--- src/ppe_pkg.sv ---
// Shared types and constants of the polyline primitive expander.
// Used by every module of the block; depends on nothing.
package ppe_pkg;

   localparam int COORD_WIDTH_DEFAULT = 24;
   localparam int COLOR_WIDTH         = 32;
   localparam int MODE_WIDTH          = 3;
   localparam int FACTOR_WIDTH        = 16;
   localparam int COUNT_WIDTH         = 3;
   localparam int ADDR_WIDTH          = 5;
   localparam int DATA_WIDTH          = 32;
   localparam int QUEUE_DEPTH         = 4;

   localparam logic [MODE_WIDTH-1:0] MODE_LINES   = 3'd0;
   localparam logic [MODE_WIDTH-1:0] MODE_FILL    = 3'd1;
   localparam logic [MODE_WIDTH-1:0] MODE_POINTS  = 3'd2;
   localparam logic [MODE_WIDTH-1:0] MODE_SPECIAL = 3'd3;

   localparam logic [2:0] REG_DRAW_MODE = 3'd0;
   localparam logic [2:0] REG_POS_X     = 3'd1;
   localparam logic [2:0] REG_POS_Y     = 3'd2;
   localparam logic [2:0] REG_SCALE_X   = 3'd3;
   localparam logic [2:0] REG_SCALE_Y   = 3'd4;
   localparam logic [2:0] REG_ROT_COS   = 3'd5;
   localparam logic [2:0] REG_ROT_SIN   = 3'd6;

   localparam logic [COUNT_WIDTH-1:0] MAX_RESULTS = 3'd6;

   // whole-unit offsets in Q15.8
   localparam int POINT_OFFSET  = 10 * 256;
   localparam int RIBBON_HEIGHT = 20 * 256;

   localparam int ROT_SHIFT   = 14;
   localparam int SCALE_SHIFT = 8;

   localparam logic signed [FACTOR_WIDTH-1:0] SCALE_RESET = 16'sd256;
   localparam logic signed [FACTOR_WIDTH-1:0] COS_RESET   = 16'sd16384;

   typedef struct packed {
      logic rot;
      logic run_end;
   } ppe_ctl_type;

endpackage

--- src/ppe_queue.sv ---
// Short vertex queue between front and back end.
// Depends on ppe_pkg for its depth and control type.
module ppe_queue #(
   parameter int COORD_WIDTH = ppe_pkg::COORD_WIDTH_DEFAULT
) (
   input  logic                              clock,
   input  logic                              reset,
   input  logic                              push,
   input  logic signed [COORD_WIDTH:0]       push_x,
   input  logic signed [COORD_WIDTH:0]       push_y,
   input  logic [ppe_pkg::COLOR_WIDTH-1:0]   push_color,
   input  ppe_pkg::ppe_ctl_type              push_ctl,
   output logic                              full,
   input  logic                              pop,
   output logic                              empty,
   output logic signed [COORD_WIDTH:0]       head_x,
   output logic signed [COORD_WIDTH:0]       head_y,
   output logic [ppe_pkg::COLOR_WIDTH-1:0]   head_color,
   output ppe_pkg::ppe_ctl_type              head_ctl
);

   localparam int DEPTH = ppe_pkg::QUEUE_DEPTH;
   localparam int PTR_W = $clog2(DEPTH);
   localparam int CNT_W = $clog2(DEPTH + 1);

   logic signed [COORD_WIDTH:0]       entry_x_ff [DEPTH];
   logic signed [COORD_WIDTH:0]       entry_y_ff [DEPTH];
   logic [ppe_pkg::COLOR_WIDTH-1:0]   entry_color_ff [DEPTH];
   ppe_pkg::ppe_ctl_type              entry_ctl_ff [DEPTH];

   logic [PTR_W-1:0] wr_ptr_ff, wr_ptr_in, rd_ptr_ff, rd_ptr_in;
   logic [CNT_W-1:0] count_ff, count_in;
   logic             do_push, do_pop;

   assign full    = (count_ff == CNT_W'(DEPTH));
   assign empty   = (count_ff == '0);
   assign do_push = push && !full;
   assign do_pop  = pop && !empty;

   assign head_x     = entry_x_ff[rd_ptr_ff];
   assign head_y     = entry_y_ff[rd_ptr_ff];
   assign head_color = entry_color_ff[rd_ptr_ff];
   assign head_ctl   = entry_ctl_ff[rd_ptr_ff];

   always_comb begin
      wr_ptr_in = wr_ptr_ff;
      rd_ptr_in = rd_ptr_ff;
      if (do_push) begin
         wr_ptr_in = (wr_ptr_ff == PTR_W'(DEPTH - 1)) ? '0 : wr_ptr_ff + 1'b1;
      end
      if (do_pop) begin
         rd_ptr_in = (rd_ptr_ff == PTR_W'(DEPTH - 1)) ? '0 : rd_ptr_ff + 1'b1;
      end
      count_in = count_ff + CNT_W'(do_push) - CNT_W'(do_pop);
   end

   always_ff @(posedge clock) begin
      if (reset) begin
         wr_ptr_ff <= '0;
         rd_ptr_ff <= '0;
         count_ff  <= '0;
      end else begin
         wr_ptr_ff <= wr_ptr_in;
         rd_ptr_ff <= rd_ptr_in;
         count_ff  <= count_in;
      end
   end

   always_ff @(posedge clock) begin
      if (do_push) begin
         entry_x_ff[wr_ptr_ff]     <= push_x;
         entry_y_ff[wr_ptr_ff]     <= push_y;
         entry_color_ff[wr_ptr_ff] <= push_color;
         entry_ctl_ff[wr_ptr_ff]   <= push_ctl;
      end
   end

endmodule

--- config.mk ---
export PLATFORM = sky130hd
export DESIGN_NAME = ppe_queue
export DESIGN_NICKNAME = d
export VERILOG_FILES = /design/src/ppe_pkg.sv /design/src/ppe_queue.sv
export SDC_FILE = /design/constraint.sdc
export NUM_CORES = 1
export LEC_CHECK = 0
export BUFFER_PORTS_ARGS = -buffer_cell sky130_fd_sc_hd__buf_4
export CAP_MARGIN = 20
export CORE_MARGIN = 1
export CORE_UTILIZATION = 35
export DETAILED_ROUTE_END_ITERATION = 10
export PLACE_DENSITY_LB_ADDON = 0.3
export SLEW_MARGIN = 25
export SYNTH_ARGS = -nofsm -noshare
export SYNTH_HDL_FRONTEND = slang
export SYNTH_SLANG_ARGS = --single-unit
export TNS_END_PERCENT = 20
--- constraint.sdc ---
create_clock -name clock -period 3.45 [get_ports clock]
set_input_delay 0.345 -clock clock [delete_from_list [all_inputs] [get_ports clock]]
set_output_delay 0.345 -clock clock [all_outputs]
set_load 0.005 [all_outputs]
== Word level (Yosys, flattened, before mapping) ==
Memory sizes are Yosys's and may differ from the RTL's. A register that Yosys moved wholly into a read port is not among the register bits.
Index checks and enable logic that the tools add are counted.

* Flip-flop bits (word level): 7
* Bits in latches: 0
* RAM bits: 336
* Bits in read-only memories: 0
* Input port bits: 88
* Output and inout port bits: 86
* Logic and storage cells: 31
* Memories kept: 4

* $add $sub $neg: 4
* Multipliers: 0
* Div/mod/pow operators: 0
* $lt $le $gt $ge: 0
* Equality and inequality tests: 3
* Shift operators: 0
* Multiplexer cells: 12
* Bitwise logic cells: 0
* Reductions and logical operators: 5

{| class="wikitable"
|+ Memory list
! memory !! depth !! bits a word !! rd ports !! clocked after Yosys merged registers in !! wr ports !! line !! RTL
|-
| entry_color_ff || 4 || 32 || 1 || 1 || 1 || ppe_queue.sv:28 || <nowiki>logic [ppe_pkg::COLOR_WIDTH-1:0] entry_color_ff [DEPTH];</nowiki>
|-
| entry_x_ff || 4 || 25 || 1 || 1 || 1 || ppe_queue.sv:26 || <nowiki>logic signed [COORD_WIDTH:0] entry_x_ff [DEPTH];</nowiki>
|-
| entry_y_ff || 4 || 25 || 1 || 1 || 1 || ppe_queue.sv:27 || <nowiki>logic signed [COORD_WIDTH:0] entry_y_ff [DEPTH];</nowiki>
|-
| entry_ctl_ff || 4 || 2 || 1 || 1 || 1 || ppe_queue.sv:29 || <nowiki>ppe_pkg::ppe_ctl_type entry_ctl_ff [DEPTH];</nowiki>
|}

{| class="wikitable"
|+ Operators by type and width
! cell !! number
|-
| 2-to-1 mux 2 bit || 10
|-
| adder 2 x 1 -> 2 bit (second input constant) || 2
|-
| == test 2 bit (second input constant) || 2
|-
| adder 3 x 1 -> 3 bit || 1
|-
| == test 3 bit (second input constant) || 1
|-
| zero test 3 bit || 1
|-
| subtractor 3 x 1 -> 3 bit || 1
|-
| logical AND 1 bit || 2
|-
| zero test 1 bit || 2
|-
| 2-to-1 mux 1 bit || 2
|}

== Logic depth before layout (Yosys ltp) ==
* Depth in word-level cells: 5
* Depth in mapped cells: 11
* Mapped depth without buffers: 10

== Worst setup path after synthesis ==
No wires, ideal clock.

* Kind: reg-to-reg
* From: register count_ff[2]
* To: register count_ff[2]
* Setup time: 0.115 ns
* Arrival time: 2.107 ns
* Required time: 3.335 ns
* Slack: 1.228 ns
* Stages on the path, launching flop included: 12
* Buffers on the path: 1
* Period minus slack after synthesis: 2.222 ns
* Path through: dfxtp_1 > or3b_1 > buf_6 > and2_4 > inv_1 > ha_1 > inv_1 > ha_1 > fa_1 > xnor2_1 > xnor2_1 > nor2_1

* Longest elaborated chain between the ends: 5
* Elaborated cells between the ends (all ways): 8
* Those cells by class: 2 x add/sub; 1 x eq/ne; 5 x reduce/logical

{| class="wikitable"
|+ RTL lines
! element !! line !! RTL
|-
| start: declaration || ppe_queue.sv:32 || <nowiki>logic [CNT_W-1:0] count_ff, count_in;</nowiki>
|-
| start signal: assignment || ppe_queue.sv:65 || <nowiki>count_ff <= count_in;</nowiki>
|-
| == test 3 bit || ppe_queue.sv:35 || <nowiki>assign full = (count_ff == CNT_W'(DEPTH));</nowiki>
|-
| zero test 1 bit || ppe_queue.sv:37 || <nowiki>assign do_push = push && !full;</nowiki>
|-
| logical AND 1 bit || ppe_queue.sv:37 ||
|-
| adder 3 x 1 -> 3 bit || ppe_queue.sv:54 || <nowiki>count_in = count_ff + CNT_W'(do_push) - CNT_W'(do_pop);</nowiki>
|-
| subtractor 3 x 1 -> 3 bit (*) || ppe_queue.sv:54 ||
|}

Every way passes the cells marked *; elsewhere a longest branch is shown, timed or not.
A chain may end at the register's enable or synchronous reset.

==> results.md <==
- Global-route wire length before repair: 37100 um
- H-tree Lvls: 2
- Worst path max stage delay: 650 ps
- Seq cells post-synth: 345
- Postcts setup bufs: 0
- Clock Root Buffer: clkbuf_16
- Slowest cell on crit path: dfxtp_4
- Max Cap Violations: 0
- Pin count of the biggest net entering global routing: 54
- Complex-gate fraction of the synthesized area: 0.298%
- Hold Crit Class: in -> reg
- Most frequent cells in the layout: edfxtp_1, buf_4, mux4_2
- DRT antenna net count: 0
- 1st-iter DRT viols: 297
- Layout Nets: just over 800
- Number of cells produced by synthesis: between 400 and 500
- RR Startpoint: count_ff[2]
- Commonest non-fill, non-tap cell in the layout: edfxtp_1
- Top cell type's share of synthesized area: ~80%
- Most Frequent Cell on Critical Path: buf_4
- Die Area: ~37000 um2
- Slew @ Worst Pin: 813 ps
- Status: complete, no violations
- WL/cell: 20.4 um
- Worst vdd ir: 0.329 mV
- Worst setup SP type: flip-flop
- Area delta synth->final: 26.9%
- Cts bufs inserted: 37
- Hold Worst Slack: just over 30 ps
- Die width: roughly 190 um
- Largest cells by area after synthesis: edfxtp_1, mux4_2, dfxtp_1
- Most used routing layer: met2
- RSZ-0062 raised after global routing: false
- Drt via density: 4.80
- Grt met2 use: between 20% and 30%
- DP HPWL: 14600 um
- Reg2Reg Capture Point: count_ff[2]
- Final Instance Count excl. Fillers: 1206
- Diode count: 0
- Total Wirelength: 24600 um
- Number of global-route vias before repair: 6469
- Initial antenna violation count: 0
- Crit path cell chain: buf_4, mux4_2, buf_4
- Worst-path maximum fanout: 21
- GRT overflow: 0
- Distinct cells, synth: 24
- Setup Viol. Count Final: 0
- Die height: 192 um
- Syn nets: 584
- Row count: 69
- Register-to-Register Path Depth: 10
- Global-route met1 utilization: 16.9%
- Hold Path Origin: push_x[10]
- Ports: 174
- Worst-path clk slew: 60 ps
- Fill cells: 2958
- CTS tree: done
- Crit. End Element: output port
- Routability congestion estimate: a little over 0.7
- Synthesized cell area: 12600 um2
- Multi-input logic area: 2180 um2
- LEAKAGE: 5.36 nW
- Final Cycle Share: between 70% and 80%
- Mux cell area share after synthesis: 15.1%
- Max Slew Vio Count: 0
- Clk_lat worst skew: 520 ps
- XOR/XNOR Fraction of Synth Area: 0.139%
- DRC Markers: 0
- Port bufs: 173
- Worst Clk Skew: 17.5 ps
- Simple-Gate Fraction of Synth Area: less than 1%
- Met3 GRT Util: 3.65%
- Gr usage total: 13.6%
- Final min period: 2650 ps
- Reg area: roughly 10000 um2
- Power Dens Cells: ~700 nW/um2
- Adder-cell area share of the yosys netlist: 0.854%
- Clock Sinks: about 350
- Worst Path Arrival: 2300 ps
- Placed cell count: 1113
- Layout cell share with drive strength beyond 1: roughly 44%
- Largest family of logic cells by synthesized area: multiplexers
- Reg2reg setup slack: ~1000 ps
- Sequential area share after synthesis: 81.5%
- Clk buf depth: 3
- Synth Warn #: 0
- Post-route setup TNS: 0 ps
- Via count: just under 6000
- Slew HR: between 40 and 50%
- Initial Util: 35.5%
- Floorplan core area: ~35000 um2
- Drt pass-1 iters: 4
- Required @ worst endpoint: 3110 ps
- WS Path Type: reg -> out
- FMAX: 0.378 GHz
- Syn Area/Cell: 25.8 um2
- Critical path destination: head_y[9]
- Synth area leader: edfxtp_1
- Final hold viol count: 0
## flip-flops by register name (all words and copies together), names as in the netlist, named ones only
| name | flops |
|---|---|
| rd_ptr_ff | 2 |
| wr_ptr_ff | 2 |
| entry_x_ff | 100 |
| entry_ctl_ff | 8 |
| entry_y_ff | 100 |
| count_ff | 3 |
| entry_color_ff | 128 |
## report_power, final
| group | leakage, nW | internal, mW | total (mW) | switching (mW) |
|---|---|---|---|---|
| clock | 0.593 | 2.34 | 3.88 | 1.54 |
| combinational | 1.62 | 1.26 | 2.21 | 0.943 |
| sequential | 3.15 | 5.07 | 5.26 | 0.190 |
| total | 5.36 | 8.67 | 11.3 | 2.67 |
## cell families (layout without fill, tap and decap cells)
logic type | count (synthesis) | count (layout)
xor gates and xnor gates | 2 | 2
muxes | 85 | 85
adders and majority gates | 8 | 8
and+or+nand+nor | 16 | 16
AOI/OAI and AO/OA | 5 | 5
DFF | 345 | 345
buffers and inverters | 27 | 284
## worst max-delay path: cells and delay by family (launching register included)
kind / cells / cell delay, ps
DFF: 1 / 650
muxes: 1 / 560
buffers and inverters: 2 / 550
## synthesized netlist by cell type, drive strengths merged
| master | number |
|---|---|
| a21o | 1 |
| a21oi | 2 |
| and2 | 1 |
| and3 | 4 |
| buf | 16 |
| clkbuf | 3 |
| dfxtp | 9 |
| edfxtp | 336 |
| fa | 1 |
| ha | 7 |
| inv | 8 |
| mux2i | 1 |
| mux4 | 84 |
| nand2 | 1 |
| nand3 | 2 |
| nor2 | 2 |
| nor2b | 2 |
| nor3 | 2 |
| o31ai | 2 |
| or3 | 1 |
| or3b | 1 |
| xnor2 | 2 |
## worst min-delay path by stage
stage | endpoint | slack, ps | cells after the start
after global routing | entry_x_ff[3][19] | 2 | 1
after global placement | flip-flop | 470 | 2
after floorplan | wr_ptr_ff[1] | 410 | 1
after detailed placement | flip-flop | 480 | 2
final | entry_x_ff[0][10] | 30 | 1
after CTS | entry_x_ff[1][0] | 0.2 | 1
## metal layers
metal | up-vias | share of wire [%]
met2 | 156 | 51
met4 | 0 | 2.0
li1 | 2550 | -
met1 | 3041 | 41
met5 | - | 0
met3 | 37 | 6.2
## timing repair
| item | 4_1_cts | 5_1_grt |
|---|---|---|
| endpoints found under the hold margin | 81 | 4 |
| hold buffers | 25 | 1 |
| gates resized for setup | 0 | 0 |
## stage by stage
step | setup WS (ps) | util, % | cell area, um2 | total power [mW]
final | 801 | 45.1 | 16000 | 11.3
after detailed placement | 1070 | 40.9 | 14500 | 7.60
after global routing | 619 | 45.1 | 16000 | 11.8
after global placement | 1110 | 40.9 | 14500 | 7.52
after CTS | 689 | 45.0 | 16000 | 11.5
after floorplan | 1230 | - | 12600 | 6.47
## area by class of cell
type,instances,share of cell area (%)
inverter,8,0.188
tap,461,3.61
sequential,345,64.3
multi-input combinational,116,13.6
clock inverter,17,1.06
clock buffer,50,6.49
timing repair buffer,209,10.8
Power figures use the tool's default switching activity.
