--- src/ppe_pkg.sv ---
// Shared types and constants of the polyline primitive expander.
// Used by every module of the block; depends on nothing.
package ppe_pkg;

   localparam int COORD_WIDTH_DEFAULT = 24;
   localparam int COLOR_WIDTH         = 32;
   localparam int MODE_WIDTH          = 3;
   localparam int FACTOR_WIDTH        = 16;
   localparam int COUNT_WIDTH         = 3;
   localparam int ADDR_WIDTH          = 5;
   localparam int DATA_WIDTH          = 32;
   localparam int QUEUE_DEPTH         = 4;

   localparam logic [MODE_WIDTH-1:0] MODE_LINES   = 3'd0;
   localparam logic [MODE_WIDTH-1:0] MODE_FILL    = 3'd1;
   localparam logic [MODE_WIDTH-1:0] MODE_POINTS  = 3'd2;
   localparam logic [MODE_WIDTH-1:0] MODE_SPECIAL = 3'd3;

   localparam logic [2:0] REG_DRAW_MODE = 3'd0;
   localparam logic [2:0] REG_POS_X     = 3'd1;
   localparam logic [2:0] REG_POS_Y     = 3'd2;
   localparam logic [2:0] REG_SCALE_X   = 3'd3;
   localparam logic [2:0] REG_SCALE_Y   = 3'd4;
   localparam logic [2:0] REG_ROT_COS   = 3'd5;
   localparam logic [2:0] REG_ROT_SIN   = 3'd6;

   localparam logic [COUNT_WIDTH-1:0] MAX_RESULTS = 3'd6;

   // whole-unit offsets in Q15.8
   localparam int POINT_OFFSET  = 10 * 256;
   localparam int RIBBON_HEIGHT = 20 * 256;

   localparam int ROT_SHIFT   = 14;
   localparam int SCALE_SHIFT = 8;

   localparam logic signed [FACTOR_WIDTH-1:0] SCALE_RESET = 16'sd256;
   localparam logic signed [FACTOR_WIDTH-1:0] COS_RESET   = 16'sd16384;

   typedef struct packed {
      logic rot;
      logic run_end;
   } ppe_ctl_type;

endpackage

--- src/ppe_front.sv ---
// Front end: accepts vertices, tracks the held vertex and expands each item
// into its raw primitive vertices, one per cycle unless the queue is full. Depends on ppe_pkg.
module ppe_front #(
   parameter int COORD_WIDTH = ppe_pkg::COORD_WIDTH_DEFAULT
) (
   input  logic                                   clock,
   input  logic                                   reset,
   input  logic [ppe_pkg::MODE_WIDTH-1:0]         draw_mode,
   input  logic                                   req_valid,
   output logic                                   req_ready,
   input  logic signed [COORD_WIDTH-1:0]          req_vert_x,
   input  logic signed [COORD_WIDTH-1:0]          req_vert_y,
   input  logic [ppe_pkg::COLOR_WIDTH-1:0]        req_vert_color,
   input  logic                                   req_list_first,
   input  logic                                   req_list_last,
   output logic                                   push,
   output logic signed [COORD_WIDTH:0]            push_x,
   output logic signed [COORD_WIDTH:0]            push_y,
   output logic [ppe_pkg::COLOR_WIDTH-1:0]        push_color,
   output ppe_pkg::ppe_ctl_type                   push_ctl,
   input  logic                                   q_full
);

   localparam int RAW_W = COORD_WIDTH + 1;
   localparam logic signed [RAW_W-1:0] OFS_PT = RAW_W'(ppe_pkg::POINT_OFFSET);
   localparam logic signed [RAW_W-1:0] OFS_RB = RAW_W'(ppe_pkg::RIBBON_HEIGHT);

   logic                                 busy_ff, busy_in;
   logic                                 have_prev_ff, have_prev_in;
   logic signed [COORD_WIDTH-1:0]        prev_x_ff, prev_x_in, prev_y_ff, prev_y_in;
   logic [ppe_pkg::COLOR_WIDTH-1:0]      prev_color_ff, prev_color_in;
   logic signed [COORD_WIDTH-1:0]        cur_x_ff, cur_x_in, cur_y_ff, cur_y_in;
   logic [ppe_pkg::COLOR_WIDTH-1:0]      cur_color_ff, cur_color_in;
   logic                                 cur_last_ff, cur_last_in;
   logic [ppe_pkg::MODE_WIDTH-1:0]       mode_ff, mode_in;
   logic [ppe_pkg::COUNT_WIDTH-1:0]      cnt_ff, cnt_in, idx_ff, idx_in;

   logic                                 accept, seg, dbl, end_once, run_end, done;
   logic [ppe_pkg::COUNT_WIDTH-1:0]      n_new;
   logic                                 sel_prev, y_zero;
   logic signed [RAW_W-1:0]              x_add, y_add;
   logic signed [COORD_WIDTH-1:0]        base_x, base_y;

   assign req_ready = !busy_ff;
   assign accept    = req_valid && req_ready;

   // result count of the incoming vertex under the current mode
   always_comb begin
      seg      = have_prev_ff && !req_list_first;
      dbl      = (req_list_first && req_list_last) || (seg && !req_list_last);
      end_once = !seg && req_list_last && !req_list_first;
      case (draw_mode)
         ppe_pkg::MODE_LINES: begin
            n_new = 3'd1 + {2'b00, dbl} + {2'b00, end_once};
         end
         ppe_pkg::MODE_FILL, ppe_pkg::MODE_SPECIAL: begin
            n_new = seg ? ppe_pkg::MAX_RESULTS : 3'd0;
         end
         ppe_pkg::MODE_POINTS: begin
            n_new = 3'd3;
         end
         default: begin
            n_new = 3'd1;
         end
      endcase
   end

   assign run_end = (idx_ff == (cnt_ff - 3'd1));
   assign push    = busy_ff && (idx_ff < cnt_ff) && !q_full;
   assign done    = busy_ff && ((cnt_ff == 3'd0) || (push && run_end));

   // pick the source vertex and offsets of emission idx_ff
   always_comb begin
      sel_prev = 1'b0;
      y_zero   = 1'b0;
      x_add    = '0;
      y_add    = '0;
      case (mode_ff)
         ppe_pkg::MODE_FILL: begin
            case (idx_ff)
               3'd0: sel_prev = 1'b1;
               3'd1: begin
                  sel_prev = 1'b1;
                  y_zero   = 1'b1;
               end
               3'd3: begin
                  sel_prev = 1'b1;
                  y_zero   = 1'b1;
               end
               3'd4: y_zero = 1'b1;
               default: sel_prev = 1'b0;
            endcase
         end
         ppe_pkg::MODE_POINTS: begin
            case (idx_ff)
               3'd0: begin
                  x_add = OFS_PT;
                  y_add = -OFS_PT;
               end
               3'd1: begin
                  x_add = -OFS_PT;
                  y_add = -OFS_PT;
               end
               default: y_add = OFS_PT;
            endcase
         end
         ppe_pkg::MODE_SPECIAL: begin
            case (idx_ff)
               3'd0: sel_prev = 1'b1;
               3'd2: begin
                  sel_prev = 1'b1;
                  y_add    = OFS_RB;
               end
               3'd4: begin
                  sel_prev = 1'b1;
                  y_add    = OFS_RB;
               end
               3'd5: y_add = OFS_RB;
               default: sel_prev = 1'b0;
            endcase
         end
         default: sel_prev = 1'b0;
      endcase
   end

   assign base_x     = sel_prev ? prev_x_ff : cur_x_ff;
   assign base_y     = sel_prev ? prev_y_ff : cur_y_ff;
   assign push_x     = RAW_W'(base_x) + x_add;
   assign push_y     = y_zero ? '0 : (RAW_W'(base_y) + y_add);
   assign push_color = sel_prev ? prev_color_ff : cur_color_ff;
   assign push_ctl   = '{rot: (mode_ff == ppe_pkg::MODE_SPECIAL), run_end: run_end};

   always_comb begin
      busy_in       = busy_ff;
      have_prev_in  = have_prev_ff;
      prev_x_in     = prev_x_ff;
      prev_y_in     = prev_y_ff;
      prev_color_in = prev_color_ff;
      cur_x_in      = cur_x_ff;
      cur_y_in      = cur_y_ff;
      cur_color_in  = cur_color_ff;
      cur_last_in   = cur_last_ff;
      mode_in       = mode_ff;
      cnt_in        = cnt_ff;
      idx_in        = idx_ff;
      if (accept) begin
         busy_in      = 1'b1;
         cur_x_in     = req_vert_x;
         cur_y_in     = req_vert_y;
         cur_color_in = req_vert_color;
         cur_last_in  = req_list_last;
         mode_in      = draw_mode;
         cnt_in       = n_new;
         idx_in       = '0;
      end else begin
         if (push) begin
            idx_in = idx_ff + 3'd1;
         end
         // retire: the current vertex becomes the held one
         if (done) begin
            busy_in       = 1'b0;
            prev_x_in     = cur_x_ff;
            prev_y_in     = cur_y_ff;
            prev_color_in = cur_color_ff;
            have_prev_in  = !cur_last_ff;
         end
      end
   end

   always_ff @(posedge clock) begin
      if (reset) begin
         busy_ff       <= 1'b0;
         have_prev_ff  <= 1'b0;
         prev_x_ff     <= '0;
         prev_y_ff     <= '0;
         prev_color_ff <= '0;
      end else begin
         busy_ff       <= busy_in;
         have_prev_ff  <= have_prev_in;
         prev_x_ff     <= prev_x_in;
         prev_y_ff     <= prev_y_in;
         prev_color_ff <= prev_color_in;
      end
   end

   always_ff @(posedge clock) begin
      cur_x_ff     <= cur_x_in;
      cur_y_ff     <= cur_y_in;
      cur_color_ff <= cur_color_in;
      cur_last_ff  <= cur_last_in;
      mode_ff      <= mode_in;
      cnt_ff       <= cnt_in;
      idx_ff       <= idx_in;
   end

   a_idx_bound: assert property (@(posedge clock) disable iff (reset)
      busy_ff |-> (idx_ff <= cnt_ff))
      else $error("emission index overran the result count");

   a_cnt_bound: assert property (@(posedge clock) disable iff (reset)
      busy_ff |-> (cnt_ff <= ppe_pkg::MAX_RESULTS))
      else $error("result count above six");

   a_accept_start: assert property (@(posedge clock) disable iff (reset)
      accept |=> (busy_ff && (idx_ff == 3'd0)))
      else $error("accepted item did not start at emission zero");

   a_last_retires: assert property (@(posedge clock) disable iff (reset)
      (push && push_ctl.run_end) |=> (!busy_ff && req_ready))
      else $error("front did not retire after the final emission");

endmodule

--- config.mk ---
export PLATFORM = sky130hd
export DESIGN_NAME = ppe_front
export DESIGN_NICKNAME = d
export VERILOG_FILES = /design/src/ppe_pkg.sv /design/src/ppe_front.sv
export SDC_FILE = /design/constraint.sdc
export NUM_CORES = 1
export LEC_CHECK = 0
export BUFFER_PORTS_ARGS = -buffer_cell sky130_fd_sc_hd__buf_2
export CORE_MARGIN = 3
export CORE_UTILIZATION = 47
export CTS_CLUSTER_DIAMETER = 100
export DETAILED_ROUTE_END_ITERATION = 6
export PLACE_DENSITY = 0.69
export SETUP_SLACK_MARGIN = 0.05
export SLEW_MARGIN = 10
export SYNTH_ARGS = -nofsm -noshare
export SYNTH_HDL_FRONTEND = slang
export SYNTH_SLANG_ARGS = --single-unit
--- constraint.sdc ---
create_clock -name clock -period 5 [get_ports clock]
set_input_delay 0.5 -clock clock [delete_from_list [all_inputs] [get_ports clock]]
set_output_delay 0.5 -clock clock [all_outputs]
set_load 0.02 [all_outputs]
-- After elaboration in Yosys (flattened, before gate mapping)
Cells that the tools add are included.
- equality and inequality tests: 12
- reductions and logical operators: 29
- order comparisons: 1
- add/sub/neg operators: 6
- muxes and demuxes: 18
- bitwise gates (word level): 1
- operator list (kind ; count):
    $pmux W25 S2 ; 2
    $mux W25 ; 3
    $mux W24 ; 2
    $mux W32 ; 1
    $add A24 B25 Y25 ; 1
    $add A25 B25 Y25 ; 1
    $eq A3 B2 Y1 const B ; 6
    $mux W13 ; 1
    $reduce_or A3 Y1 ; 4
    $logic_and A1 B1 Y1 ; 10
    $eq A3 B1 Y1 const B ; 3
    $logic_not A3 Y1 ; 3
    $pmux W3 S3 ; 1
    $eq A3 B3 Y1 const B ; 2
    $logic_not A1 Y1 ; 6
    $mux W1 ; 6
    $reduce_or A2 Y1 ; 2
    $add A2 B1 Y3 ; 1
    $add A3 B1 Y3 const B ; 1
    $eq A3 B3 Y1 ; 1
    $lt A3 B3 Y1 ; 1
    $mux W3 ; 1
    $sub A3 B1 Y3 const B ; 1
    $add A1 B1 Y2 const A ; 1
    5 further kinds ; 6
- output and inout port bits: 86
- word-level logic and storage cells: 79
- flip-flop bits (word level): 172

-- Longest topological paths before layout
- word-level depth: 8
- depth in mapped cells: 15
- mapped depth without buffers: 13

-- Least setup slack after synthesis
Ideal clock, no wire load.
- path type: input port to flip-flop
- start: input port req_valid
- end: register cnt_ff[0] (netlist name), enable pin
- buffers on the path: 0
- path slack: 0.061 ns
- stages: 1
- setup time: 0.548 ns
- required time: 4.452 ns
- data arrival time: 4.391 ns
- path through: nor2b_1
- word-level cells in the longest chain between the ends: 1
- ends and longest elaborated chain (item ; line ; RTL):
    from (decl) ; ppe_front.sv:9 ; input logic req_valid,
    $logic_and A1 B1 Y1 ; ppe_front.sv:45 ; assign accept = req_valid && req_ready;
    to (signal assigned) ; ppe_front.sv:192 ; cnt_ff <= cnt_in;
    to (decl) ; ppe_front.sv:36 ; logic [ppe_pkg::COUNT_WIDTH-1:0] cnt_ff, cnt_in, idx_ff, idx_in;
No other way between the ends.
A chain may end at the register's enable or synchronous reset.

-- Worst setup path in the final report
- start: register idx_ff[1] (netlist name)
- end: output port push_y[21]
- word-level cells in the longest chain between the ends: 7
- elaborated cells between the ends (all ways): 22
- classes of those cells: add/sub: 1; eq/ne: 5; mux: 10; reduce/logical: 6
- ends and longest elaborated chain (item ; line ; RTL):
    from (decl) ; ppe_front.sv:36 ;
    from (signal assigned) ; ppe_front.sv:193 ; idx_ff <= idx_in;
    $eq A3 B3 Y1 (tied with other cells) ; ppe_front.sv:80, ppe_front.sv:108 ;
    $reduce_or A3 Y1 (no source line) ; - ;
    $mux W1, on equally long branches ; ppe_front.sv:108, ppe_front.sv:80 ;
    $pmux W1 S2 ; ppe_front.sv:78 ; case (mode_ff)
    $mux W24 ; ppe_front.sv:127 ; assign base_y = sel_prev ? prev_y_ff : cur_y_ff;
    $add A25 B25 Y25 ; ppe_front.sv:129 ; assign push_y = y_zero ? '0 : (RAW_W'(base_y) + y_add);
    $mux W25 (*) ; ppe_front.sv:129 ;
    to (decl) ; ppe_front.sv:18 ; output logic signed [COORD_WIDTH:0] push_y,
Every way passes the cells marked *; elsewhere a longest branch is shown, timed or not.

==> metrics.txt <==
Vias=6,540; fraction of registers with async set/reset=0; Cell variety after synth=56; Slew Viols, Final=0; CP Class=reg -> out; CTS Sinks=172; max cap viols=0; LEAKAGE=0.00458 uW; fin cells=1,269; Max IR drop VDD=0.000219 V; Simple-Gate Fraction of Synth Area=0.165; Initial Util=0.481; GRT Total Usage=0.178; routing usage on met2=0.290; crit-path cells=ha_1, ha_1, nor3_1, a21oi_1, o21ai_4, mux2_2, ha_1, fa_1, a21o_1, a221o_1, a21oi_1, o21bai_1, mux2_1, buf_2; area delta synth->final=17.8%; Nets=1,123; initial antenna violation count=1; Critical Path Stages=14; CP Buf/Inv Count=1; GR Overflow Total=0; Vias per Instance=5.15; Chip Width=148 um; Synth Area in Compound Gates=0.0740; Final Critical Period=4660 ps; worst-margin pin slew=885 ps; number of global-route vias before repair=6,459; RSZ-0062 raised after global routing=false; cell taking the most area after synthesis=edfxtp_1; Syn Inst Count=831; hold path cells=1; syn_area_per_cell=11.3 sq um; met1 global-route usage=0.240; Post-synth EDFFs=87; CP max FO=8; global-route wire length before repair=31.6 mm; H-tree depth=4; DRT iter0 DRCs=259; final setup TNS=0 ps; status=complete, no violations; crit share post-route=0.932; adder-cell share of the synthesized area=0.0587; Avg WL per Cell=15.3 um; Final Setup Violations=0; Area after DPL=0.0104 sq mm; crit path DAT=4160 ps; Startpoint Class=flop; cts hold-fix bufs=0; Final ANT Viol Nets=0; Worst Skew=10.6 ps; flop and latch count out of synthesis=172; PD cells=347 mW/mm^2; element type at the critical path end=primary output; final hold violations=0; WP data required=4500 ps; Fmax=0.215 GHz; Die Y=148 um; mux contribution to synthesized area=0.185; CTS root buf=clkbuf_16; row count=51; Post-Syn Nets=963; core area=0.0196 sq mm; total power=3850 uW; Synth Warn #=0; CTS max path bufs=2; Yosys top cell area share=0.277; CP dominant cell by count=ha_1; number of CTS-inserted buffers=17; sequential share of the synthesized area=0.458; largest net degree at the start of global routing=85; Post-Syn Area=0.00942 sq mm; dominant synthesized flop cell=edfxtp_1; DRT Wirelength=19.5 mm; Relative slew margins=0.410; share of cells above drive strength 1=0.301; worst skew pair latency=420 ps; slowest cell delay on critical path=420 ps; Final Cell Area=0.0111 sq mm; CTS tree=built; n_diodes=0; RePlAce Congestion=0.839; num ports=175; TritonRoute pass-1 iters=4; cell family with most CP delay=compound AO/OA/AOI/OAI gates; worst r2r path cells=9; Fill cells=1,682; placed cell count=1,235; Reg clk slew, reported paths=70 ps; Synth Area in XOR/XNOR=0.0158; largest family of logic cells by synthesized area=multiplexers; port buffer count=174; Remaining DRCs=0; GRT busiest layer=met2; DP Wirelength=13.4 mm; met3 usage=0.0445; hold_ws=252 ps; full die area=0.0218 sq mm; Hold Crit Class=in -> reg; slowest stage cell on the critical path=fa_1; synth top area cells=edfxtp_1, dfxtp_1, nand2b_1
sequential cells by signal, indices dropped and copies added, names as in the netlist:
| signal | count |
|---|---|
| have_prev_ff | 1 |
| prev_x_ff | 24 |
| cur_y_ff | 24 |
| busy_ff | 1 |
| prev_y_ff | 24 |
| mode_ff | 3 |
| idx_ff | 3 |
| cur_x_ff | 24 |
| cur_last_ff | 1 |
| prev_color_ff | 32 |
| cnt_ff | 3 |
| cur_color_ff | 32 |
cells in the final DEF (no fill, tap or decap), drive strengths merged, types with 9 or more instances in the layout:
| master | Yosys | final |
|---|---|---|
| buf | 20 | 187 |
| nand2b | 166 | 166 |
| mux2i | 92 | 92 |
| edfxtp | 87 | 87 |
| dfxtp | 85 | 85 |
| mux2 | 73 | 73 |
| ha | 41 | 41 |
| nor2 | 33 | 33 |
| a21oi | 28 | 28 |
| inv | 22 | 24 |
| clkbuf | 26 | 20 |
| o21ai | 19 | 19 |
| nor3 | 16 | 16 |
| a21o | 14 | 14 |
| nand2 | 13 | 13 |
| nand3 | 9 | 9 |
| xnor2 | 9 | 9 |
per-layer routing:
layer / part of all wire / vias up
met5: 0 / -
met4: 0.013 / 0
met3: 0.048 / 15
met2: 0.47 / 135
met1: 0.47 / 3110
li1: - / 3280
per-stage QoR:
stage / util / worst slack [ps]
finish: 0.566 / 342
global route: 0.566 / 72.9
CTS: 0.566 / 172
detailed placement: 0.533 / 469
global placement: 0.533 / 551
floorplan: - / 60.9
cells in the mapped netlist, drive strengths merged, types with 3 or more instances:
cell type  instances
a211o              3
a211oi             7
a21o              14
a21oi             28
a31oi              3
and2               3
buf               20
clkbuf            26
dfxtp             85
edfxtp            87
ha                41
inv               22
mux2              73
mux2i             92
nand2             13
nand2b           166
nand3              9
nand4              5
nor2              33
nor2b              8
nor3              16
o211ai             5
o21a               3
o21ai             19
o21bai             5
o41ai              3
xnor2              9
xor2               8
report_power, final:
group	total [uW]	internal [uW]	leakage, uW	switching [uW]
Clock	1410	857	0.000303	557
Combinational	832	347	0.00276	486
Sequential	1600	1560	0.00152	40.3
Total	3850	2770	0.00458	1080
worst paths after layout:
kind                                              from                        endpoint  slack (ps)
worst max-delay path            idx_ff[1]$_SDFFE_PP0P_                      push_y[21]         340
worst min-delay path                    req_vert_x[20]          cur_x_ff[20]$_DFFE_PP_         250
worst max register to register     cnt_ff[0]$_DFFE_PP_  prev_color_ff[13]$_SDFFE_PP0P_        2170
worst min register to register   cur_last_ff$_DFFE_PP_       have_prev_ff$_SDFFE_PP0P_         450
layout make-up:
| type | instances | area, sq um | area share |
|---|---|---|---|
| Multi-Input combinational cell | 591 | 4740 | 0.427 |
| Sequential cell | 172 | 4320 | 0.389 |
| Timing Repair Buffer | 187 | 996 | 0.0898 |
| Clock buffer | 20 | 447 | 0.0403 |
| Tap cell | 265 | 332 | 0.0299 |
| Clock inverter | 12 | 186 | 0.0168 |
| Inverter | 22 | 82.6 | 0.00744 |
cells by family (layout without fill, tap and decap cells):
kind of cell,count (synthesis),after routing
buffers and inverters,68,241
AOI/OAI and AO/OA,101,101
DFF,172,172
and+or+nand+nor,265,265
xor gates and xnor gates,17,17
muxes,165,165
adders and majority gates,43,43
what timing repair did:
item	in CTS	in global routing
cloned	0	0
pin swaps	1	0
resized for setup	0	4
buffers inserted	2	0
setup endpoints to repair	2	11
Power figures use the tool's default switching activity.
